## src/buddy_block_allocator_macros.svh

```systemverilog
// Assertion macros shared by the buddy block allocator.
// Depends on signals named clk and rst in the including scope.
`ifndef BUDDY_BLOCK_ALLOCATOR_MACROS_SVH
`define BUDDY_BLOCK_ALLOCATOR_MACROS_SVH

// Consequent must hold in the same cycle as the antecedent.
`define BBA_ASSERT_NOW(label, ante, cons, msg) \
  label: assert property (@(posedge clk) disable iff (rst) (ante) |-> (cons)) \
    else $error(msg);

// Consequent must hold in the cycle after the antecedent.
`define BBA_ASSERT_NEXT(label, ante, cons, msg) \
  label: assert property (@(posedge clk) disable iff (rst) (ante) |=> (cons)) \
    else $error(msg);

`endif

```

## src/bba_pkg.sv

```systemverilog
// Package for the buddy block allocator: field widths, defaults,
// sequencer operation codes and the controller/datapath structs.
package bba_pkg;

  localparam int SIZE_CLASSES_DEF = 4;
  localparam int FRAME_COUNT_DEF  = 64;
  localparam int ADDR_FIELD_W     = 10;
  localparam int CLASS_FIELD_W    = 3;
  localparam int THR_W            = 11;
  localparam int LEN_W            = 11;
  localparam int MARK_CLASS_W     = 3;
  localparam logic [THR_W-1:0] THRESHOLD_RESET = THR_W'(16);
  localparam logic [LEN_W-1:0] LEN_MAX = '1;

  typedef enum logic [3:0] {
    OP_CLEAR,
    OP_IDLE,
    OP_SCAN,
    OP_FRAME_LD,
    OP_SPLIT,
    OP_PUSH0,
    OP_PUSH1,
    OP_REM0,
    OP_REM1,
    OP_REM2,
    OP_FSTART,
    OP_FMARK,
    OP_FLOOP,
    OP_MEVAL,
    OP_FINISH
  } op_t;

  typedef struct packed {
    op_t  op;
    logic accept;
    logic load_out;
  } cmd_t;

  typedef struct packed {
    logic in_free;
    logic mode_free;
    logic oor;
    logic scan_hit;
    logic cls_top;
    logic ret_avail;
    logic fresh_avail;
    logic split_more;
    logic marked;
    logic merge_ok;
    logic clear_last;
    logic out_busy;
  } stat_t;

endpackage

```

## src/bba_ctrl.sv

```systemverilog
// Sequencer of the buddy block allocator.
// Depends on bba_pkg; drives bba_dp through cmd_t, reads stat_t.
module bba_ctrl (
  input  logic           clk,
  input  logic           rst,
  input  logic           in_valid,
  output logic           in_ready,
  input  bba_pkg::stat_t stat,
  output bba_pkg::cmd_t  cmd
);

  bba_pkg::op_t state, state_next;

  always_ff @(posedge clk) begin
    if (rst) begin
      state <= bba_pkg::OP_CLEAR;
    end else begin
      state <= state_next;
    end
  end

  always_comb begin
    state_next   = state;
    in_ready     = 1'b0;
    cmd.op       = state;
    cmd.accept   = 1'b0;
    cmd.load_out = 1'b0;
    unique case (state)
      bba_pkg::OP_CLEAR: begin
        if (stat.clear_last) state_next = bba_pkg::OP_IDLE;
      end
      bba_pkg::OP_IDLE: begin
        in_ready = 1'b1;
        if (in_valid) begin
          cmd.accept = 1'b1;
          state_next = stat.in_free ? bba_pkg::OP_FSTART : bba_pkg::OP_SCAN;
        end
      end
      bba_pkg::OP_SCAN: begin
        if (stat.scan_hit) begin
          state_next = bba_pkg::OP_REM0;
        end else if (stat.cls_top) begin
          if (stat.ret_avail) state_next = bba_pkg::OP_FRAME_LD;
          else if (stat.fresh_avail) state_next = bba_pkg::OP_SPLIT;
          else state_next = bba_pkg::OP_FINISH;
        end
      end
      bba_pkg::OP_FRAME_LD: state_next = bba_pkg::OP_SPLIT;
      bba_pkg::OP_SPLIT: begin
        state_next = stat.split_more ? bba_pkg::OP_PUSH0 : bba_pkg::OP_FINISH;
      end
      bba_pkg::OP_PUSH0: state_next = bba_pkg::OP_PUSH1;
      bba_pkg::OP_PUSH1: begin
        state_next = stat.mode_free ? bba_pkg::OP_FINISH : bba_pkg::OP_SPLIT;
      end
      bba_pkg::OP_REM0: state_next = bba_pkg::OP_REM1;
      bba_pkg::OP_REM1: state_next = bba_pkg::OP_REM2;
      bba_pkg::OP_REM2: begin
        state_next = stat.mode_free ? bba_pkg::OP_FLOOP : bba_pkg::OP_SPLIT;
      end
      bba_pkg::OP_FSTART: begin
        if (stat.oor) state_next = bba_pkg::OP_FINISH;
        else if (stat.cls_top) state_next = bba_pkg::OP_FLOOP;
        else state_next = bba_pkg::OP_FMARK;
      end
      bba_pkg::OP_FMARK: begin
        state_next = stat.marked ? bba_pkg::OP_FINISH : bba_pkg::OP_FLOOP;
      end
      bba_pkg::OP_FLOOP: begin
        state_next = stat.cls_top ? bba_pkg::OP_FINISH : bba_pkg::OP_MEVAL;
      end
      bba_pkg::OP_MEVAL: begin
        state_next = stat.merge_ok ? bba_pkg::OP_REM0 : bba_pkg::OP_PUSH0;
      end
      bba_pkg::OP_FINISH: begin
        if (!stat.out_busy) begin
          cmd.load_out = 1'b1;
          state_next   = bba_pkg::OP_IDLE;
        end
      end
      default: state_next = bba_pkg::OP_CLEAR;
    endcase
  end

endmodule

```

## config.mk

```make
export PLATFORM = sky130hd
export DESIGN_NAME = bba_ctrl
export DESIGN_NICKNAME = d
export VERILOG_FILES = /design/src/buddy_block_allocator_macros.svh /design/src/bba_pkg.sv /design/src/bba_ctrl.sv
export SDC_FILE = /design/constraint.sdc
export NUM_CORES = 1
export LEC_CHECK = 0
export ABC_CLOCK_PERIOD_IN_PS = 1900
export CAP_MARGIN = 20
export CORE_AREA = 2 2 39 41
export CTS_BUF_LIST = sky130_fd_sc_hd__clkbuf_4 sky130_fd_sc_hd__clkbuf_8 sky130_fd_sc_hd__clkbuf_16
export CTS_CLUSTER_DIAMETER = 150
export CTS_CLUSTER_SIZE = 20
export DETAILED_ROUTE_END_ITERATION = 16
export DIE_AREA = 0 0 41 43
export DONT_BUFFER_PORTS = 1
export PLACE_DENSITY_LB_ADDON = 0.12
export REMOVE_ABC_BUFFERS = 1
export SLEW_MARGIN = 20
export SYNTH_ARGS = -nofsm -noshare
export SYNTH_HDL_FRONTEND = slang
export SYNTH_SLANG_ARGS = --single-unit
```

## constraint.sdc

```tcl
create_clock -name clk -period 1.9 [get_ports clk]
set_clock_uncertainty 0.15 [all_clocks]
set_input_delay 0.19 -clock clk [delete_from_list [all_inputs] [get_ports clk]]
set_output_delay 0.19 -clock clk [all_outputs]
set_load 0.005 [all_outputs]
```

Word level (Yosys, flattened, before mapping):

Index checks and enable logic that the tools add are counted.

* flip-flop bits (word level): 4
* input bits: 15
* output and inout bits: 7
* logic and storage cells: 43

* eq/ne operators: 18
* mux-type cells: 22
* reductions and logical operators: 2

Operator list (count)
* one-hot mux 4 bit (15 select lines): 1
* 2-to-1 mux 4 bit: 11
* == test 4 bit, second input constant: 7
* == test 4 x 3 -> 1 bit, second input constant: 4
* == test 4 x 2 -> 1 bit, second input constant: 2
* 2-to-1 mux 2 bit: 3
* 2-to-1 mux 3 bit: 2
* != test 2 bit, second input constant: 3
* 2-to-1 mux 1 bit: 5
* == test 4 x 1 -> 1 bit, second input constant: 1
* logical NOT 4 bit: 1
* AND reduction 4 bit: 1
* != test 3 bit, second input constant: 1

Longest topological paths before layout:

Gate-level depths: netlist of the first run.

* depth in word-level cells: 5
* gate-level depth with buffers: 6
* depth with buffers taken out: 4

Worst setup path before layout of the first run:

No wires, ideal clock.

* kind: register to register
* start point: reg state[1]
* end point: reg state[3]
* library setup time: 126 ps
* arrival: 1509 ps
* required time: 1624 ps
* setup slack: 115 ps
* stages on the path, launching flop included: 6
* buffers on the path: 1
* period minus slack after synthesis: 1785 ps
* cells stage by stage: dfxtp_1 -> buf_2 -> or4b_4 -> o32a_4 -> a31oi_1 -> a211oi_1

* word-level cells in the longest chain between the ends: 3
* elaborated cells between the ends (all ways): 21
* those cells by class: eq/ne (18); mux (1); reduce/logical (2)

Ends and longest elaborated chain
* from (decl): line bba_ctrl.sv:12 `bba_pkg::op_t state, state_next;`
* from (signal assigned): line bba_ctrl.sv:16 `state <= bba_pkg::OP_CLEAR;`
* from (signal assigned): line bba_ctrl.sv:18 `state <= state_next;`
* == test 4 x 2 -> 1 bit, or another cell as far along: line bba_ctrl.sv:28 `unique case (state)`
* != test 3 bit (no source line) / != test 2 bit (equally long branches)
* AND reduction 4 bit (no source line)

Several ways; a longest one is shown, not always the timed one.
A chain may end at the register's enable or synchronous reset.

Worst setup path after layout of the first run:

* start point: reg state[2]
* end point: reg state[3]

The elaborated chain is that of the path after synthesis.

==> results.txt, run 1 <==
- After synthesis, the mean cell area works out to between 7 and 8 µm².
- 0 antenna diodes ended up in the layout.
* Cts bufs inserted: 3
- After synthesis, the share of flip-flops with an asynchronous set or reset is 0.
* Critical Path Start Type: flop
- The library cells used most frequently in the layout, excluding fill and tap cells, are sky130_fd_sc_hd__buf_4, sky130_fd_sc_hd__nand2b_1, sky130_fd_sc_hd__inv_1.
- After clock tree synthesis, the clock-pin slew on the worst setup and hold paths is 0.04 ns.
- Routed wirelength normalized by instance count: about 16 µm
- Post-detail-place hpwl: roughly 1100 µm
- Counting flops per register, the top entry is state.
- Simple-gate area share of the yosys netlist: 0.376
- M1 GR Usage: 0.243
* Leakage power summed over all cells: about 0.23 nW
- Die outline height: between 40 and 50 µm
- Entering global routing, the biggest net connects 12 pins.
- Of all cell types, the one taking the most synthesized area is sky130_fd_sc_hd__dfxtp_1.
- Unrepaired setup endpoints after global routing: no
* Effective utilization at floorplan: 0.390
- Max-capacitance violation count: 0
* Vias in the first global route: about 550
- The floorplan has 14 rows.
- In the final layout, the registers with the most flip-flops are state x4.
* Placement-stage worst setup slack: roughly 0.06 ns
- Dominant synthesized flop cell: sky130_fd_sc_hd__dfxtp_1
- Fmax achieved: ~0.54 GHz
- Arr. time, crit path: roughly 1.8 ns
- At the pin with the least slew margin, the transition time is 0.474 ns.
- CTS built an H-tree with a depth of 1.
* Final estimated routing congestion in global placement: around 0.77
* Number of port buffers: 0
- Number of synthesized register bits: 4
- The first global-routing pass estimated 2300 µm of wire.
- Final critical path time including I/O delays and setup: 1.84 ns
- Number of flip-flops under the largest register name: 4
* Largest cells by area after synthesis: sky130_fd_sc_hd__dfxtp_1, sky130_fd_sc_hd__nand2b_1, sky130_fd_sc_hd__a211oi_1
- Net total in the final layout: 95
- Clock sink total: 4
* Dominant combinational cell family by area after synthesis: simple AND/OR/NAND/NOR gates
- Headroom to the max-slew limit came out at 0.676.
- Setup crit end kind: flop
- Multiplexer share of the synthesized area: 0.0186
- The worst setup path is of the reg2reg kind.
- For the worst setup path, the data required time is 1.86 ns.
- Count of different cell masters after synthesis: 36
* Final Slew Violations: 0
* Vias per std cell: 6.32
- In this run the deepest clock path goes through 2 buffers.
* Share of layout cells above drive strength 1: 0.308
* Leftover overflow at the end of global routing: 0
- For this run, design rule violations remaining after detail routing come to 0.
* Power per standard cell area: approximately 1500 mW/mm²
- EDFF count, synth: 0
- R2R Setup Slk: between 0.06 and 0.07 ns
* Setup total negative slack: 0 ns
* Fraction of post-synthesis cell area in the top cell type by area: 0.148
* Area of the core: roughly 0.0014 mm²
- After detailed routing, the total wire length is 1520 µm.
- Post-Synth XOR/XNOR Area: 0
- The number of antenna violations at the first check in global routing came to 0.
- Of the available clock period, the critical path in the final layout requires 0.967.
- The count of nets left with antenna violations once routing finished came out at 0.
- For this run, the register share of the synthesized area comes to 0.148.
- Layer carrying the most global-route usage: met2
- The run finished with clean final reports.
* Global routing usage on met2: 0.297
- The die is between 40 and 50 µm wide.
- The path class of the tightest hold or removal check is in2reg.
* Gate Count Post-Synth: 70
- 22 I/O pins were placed.
- Met3 usage: 0.0733
- Before antenna repair, the detailed router went through 4 iterations.
- The number of endpoints with negative hold slack in the final report came to 0.
- The synthesized netlist occupies a cell area of ~540 µm².
- Setup violations remaining at the end of the flow were counted as 0.
- Clock tree root buffer cell: sky130_fd_sc_hd__clkbuf_4
* Synth warn: 0
- Of all nets on the critical path, the largest fanout is 6.
* Worst-case hold slack: approximately 0.035 ns
- The library cell used most frequently in the layout, excluding fill and tap cells, is sky130_fd_sc_hd__buf_4.
* Total track usage: 0.191
- Across the whole layout, storage elements account for ~84 µm².
* Layout-stage area growth over the synthesis result: 21.1%
* Compound-gate portion of the synthesized area: 0.367
* Post-CTS setup-driven buffer insertion count: 0
- TritonCTS built the clock tree.
- Of the total synthesized cell area, the portion taken by full adders, half adders and majority gates is 0.
* Worst IR Drop VDD: about 0.00065 V
* Count of fill cells added during filler insertion: between 100 and 150
* Detailed Route Iter0 Violations: 13
- Total vias in the final route: 594
- The multi-input combinational cells in the finished layout cover a total of 414 µm².
- Once routing completed, OpenROAD measured the worst setup slack at around 0.063 ns.
* Die outline area: about 0.0018 mm²
* Later-pin clock latency in the skew report: ~0.24 ns
kinds of logic after synthesis:
| kind of cell | count (synthesis) |
|---|---|
| AND/OR/NAND/NOR | 32 |
| AO/OA/AOI/OAI | 23 |
| buffers and inverters | 10 |
| flip-flops | 4 |
| multiplexers | 1 |
final timing paths:
path | startpoint | end | depth (start not counted)
worst min register to register | state[1] | state[1] | 3
worst min-delay path | rst | state[1] | 2
worst max-delay path | state[2] | state[3] | 4
worst max register to register | state[2] | state[3] | 4
power breakdown:
| part | switching, mW | internal (mW) |
|---|---|---|
| Sequential | 0.0778 | 0.126 |
| Clock | 0.0362 | 0.0708 |
| Combinational | 0.316 | 0.364 |
| Total | 0.430 | 0.561 |
cells in the mapped netlist, drive strengths merged, types with 3 or more instances:
| library cell | instances |
|---|---|
| a211oi | 3 |
| buf | 4 |
| dfxtp | 4 |
| inv | 4 |
| nand2 | 3 |
| nand2b | 8 |
| nor2 | 3 |
| nor3 | 3 |
| o211ai | 3 |
layout make-up:
cell class	count	area share
timing repair buffer	11	0.149
tap	16	0.0307
clock buffer	3	0.0345
inverter	4	0.0230
sequential	4	0.128
multi-input combinational	56	0.634
through the flow:
stage	utilization	area, µm²	cells	power [mW]
after floorplan	-	505	64	0.597
after global placement	0.443	613	90	0.852
after detailed placement	0.443	613	90	0.852
after CTS	0.467	646	94	0.973
after global routing	0.472	653	94	1.07
final	0.472	653	94	0.991
metal layers:
layer  share of wire  vias up
met5               0        -
met4               0        0
met3           0.078        0
met2            0.46       23
met1            0.46      276
li1                -      295
worst max-delay path, cell delays in order (launching register included):
cell and delay [ns]:
sky130_fd_sc_hd__dfxtp_1 0.37, sky130_fd_sc_hd__or4b_4 0.59, sky130_fd_sc_hd__o32a_4 0.34, sky130_fd_sc_hd__a31oi_1 0.19, sky130_fd_sc_hd__a211oi_1 0.07
what timing repair did:
action | 4_1_cts | 5_1_grt
hold buffers | 1 | 0
setup endpoints to repair | 0 | 3
endpoints found under the hold margin | 4 | 0
gates resized for setup | 0 | 4
Power figures use the tool's default switching activity.
==> run 2, diff against run 1 <==
--- a/config.mk
+++ b/config.mk
@@ -14,6 +14,7 @@
 export DETAILED_ROUTE_END_ITERATION = 16
 export DIE_AREA = 0 0 41 43
 export DONT_BUFFER_PORTS = 1
+export MAX_ROUTING_LAYER = met4
 export PLACE_DENSITY_LB_ADDON = 0.12
 export REMOVE_ABC_BUFFERS = 1
 export SLEW_MARGIN = 20
==> run 2 against run 1 <==
Effect of this change:
- global-route usage is 0.47 points higher
- critical path type unchanged
- non-clock buffer count stayed put
- critical endpoint unchanged
- critical path depth stayed put
- maximum frequency stayed put
- wire length is 0.33% higher
==> results.txt, run 2 (same netlist as run 1, synthesis figures left out) <==
* Outcome: finished clean
* Cts bufs inserted: 3
- The core region is between 0.001 and 0.0015 mm².
- Clock tree root buffer cell: sky130_fd_sc_hd__clkbuf_4
- Setup crit end kind: flop
* Worst-case hold slack: around 0.035 ns
- Global-route wire length before repair: ~2300 µm
* Layer carrying the most global-route usage: met2
- The most critical setup path has its startpoint at state[2].
* Total wire length after detailed routing: between 1500 and 2000 µm
- The repair_antennas step left the layout with diodes totalling 0.
* Arr. time, crit path: between 1.5 and 2 ns
* Fmax achieved: around 0.54 GHz
- Compared with the post-synthesis result, the final layout area differs by 21.1%.
- Number of buffers between clock root and the deepest sink: 2
- The worst setup path is of the reg2reg kind.
- Final Non-Filler Cells: 94
- Global routing usage on met2: 0.297
* Initial antenna violation count: 0
* Vias per std cell: 6.33
* Leading cell types in the layout, fill and taps excluded: sky130_fd_sc_hd__buf_4, sky130_fd_sc_hd__nand2b_1, sky130_fd_sc_hd__inv_1
* Vias in the first global route: 545
- The clock drives 4 sinks.
- Max-capacitance violation count: 0
* Maximum level of the CTS H-tree: 1
- In the routed design, unresolved DRC markers number 0.
* Number of port buffers: 0
- IR analysis of the VDD net gives a maximum drop of about 0.00065 V.
- In this run the horizontal extent of the chip is between 40 and 50 µm.
- CTS clock-pin slew for the worst setup and hold paths: ~0.040 ns
- Required time worst endpoint: ~1.9 ns
- Largest net degree at the start of global routing: 12
* Share of layout cells above drive strength 1: 0.308
- R2R Setup Slk: ~0.063 ns
* Drt pass-1 iters: 4
* Commonest non-fill, non-tap cell in the layout: sky130_fd_sc_hd__buf_4
* Post-detail-place hpwl: between 1000 and 1500 µm
- After routing, the total negative slack on setup checks comes to 0 ns.
- The total overflow left after global routing is 0.
* Final Hold Viols: 0
* Gate family responsible for the most delay along the worst path: compound AO/OA/AOI/OAI gates
* Core Rows: 14
- After detailed routing, the average wire length per cell comes to between 15 and 20 µm.
- # placed instances: 90
- The worst setup path is launched from a flop.
- Final estimated routing congestion in global placement: about 0.8
* Effective utilization at floorplan: 0.390
- The slowest stage of the critical path is the sky130_fd_sc_hd__or4b_4 cell.
- Fill cells in the final layout number around 140.
- The startpoint identified for the worst hold timing path is rst.
- Die outline area: 0.00176 mm²
- The register with the most flip-flops in the layout has 4 of them.
* DRT antenna net count: 0
* Final critical path time including I/O delays and setup: between 1.5 and 2 ns
* Met3 usage: 0.0681
* Final cycle utilization of the critical path: 0.967
* Detailed Route Iter0 Violations: 13
- Number of setup violations in the final report: 0
* Net total in the final layout: 95
- CP Cell Sequence: or4b_4 > o32a_4 > a31oi_1 > a211oi_1
* Top-Level Pins: 22
- Rel. slew slack: 0.676
- Total vias in the final route: just under 600
* Die outline height: between 40 and 50 µm
- For this run, the total global-route usage over all layers was measured as 0.196.
- For met1 alone, demand over resource in global routing was 0.246.
- For this run, the share of the core covered by cells in the final layout is 0.472.
- Buffers added to address setup during post-CTS repair amount to 0.
* Worst reg2reg startpoint: state[2]
* Leakage power summed over all cells: between 0.2 and 0.25 nW
- Unrepaired setup endpoints after global routing: no
- Final Slew Violations: 0
* Max Fanout on Critical Path: 6
- CP Buf/Inv Count: 0
* Worst Hold Class: in2reg
* Register with the most flip-flops: state
- TritonCTS built the clock tree.
- Largest registers ranked by flip-flop count: state x4
* Later-pin clock latency in the skew report: between 0.2 and 0.25 ns
- For this run, the slowest stage of the critical path takes 0.59 ns.
- Power per standard cell area: roughly 1500 mW/mm²
- Pin slew with the least headroom to its limit: 0.474 ns
run 2: final timing paths:
| path | endpoint | cells after the start |
|---|---|---|
| worst max-delay path | state[3] | 4 |
| worst min-delay path | state[1] | 2 |
| worst min register to register | state[1] | 3 |
| worst max register to register | state[3] | 4 |
run 2: cell type report:
cell class,count,area (µm²),share of cell area
timing repair buffer,11,97.6,0.149
multi-input combinational,56,414,0.634
tap,16,20.0,0.0307
sequential,4,83.8,0.128
clock buffer,3,22.5,0.0345
inverter,4,15.0,0.0230
run 2: stage by stage:
| stage | setup WS, ns | area, µm² | total power [mW] |
|---|---|---|---|
| after floorplan | -0.0337 | 505 | 0.597 |
| after global placement | 0.0496 | 613 | 0.852 |
| after detailed placement | 0.0616 | 613 | 0.852 |
| after CTS | 0.00886 | 646 | 0.973 |
| after global routing | 0.0257 | 653 | 1.07 |
| final | 0.0625 | 653 | 0.991 |
run 2: timing repair:
| action | 4_1_cts | 5_1_grt |
|---|---|---|
| endpoints found under the hold margin | 4 | 0 |
| gates resized for setup | 0 | 4 |
| hold buffers | 1 | 0 |
| endpoints found under the setup margin | 0 | 3 |
run 2: power by group:
| part | switching [mW] | internal, mW | leakage [nW] |
|---|---|---|---|
| registers | 0.0778 | 0.126 | 0.0339 |
| clock network | 0.0362 | 0.0708 | 0.0138 |
| logic | 0.316 | 0.364 | 0.183 |
run 2: worst register-to-register path: stages, from the launching register on:
cell                       delay (ns)
sky130_fd_sc_hd__dfxtp_1         0.37
sky130_fd_sc_hd__or4b_4          0.59
sky130_fd_sc_hd__o32a_4          0.35
sky130_fd_sc_hd__a31oi_1         0.19
sky130_fd_sc_hd__a211oi_1        0.07
run 2: routing by layer:
metal | part of all wire | vias up
li1 | - | 295
met1 | 0.46 | 277
met2 | 0.46 | 23
met3 | 0.077 | 0
met4 | 0 | 0
met5 | 0 | -
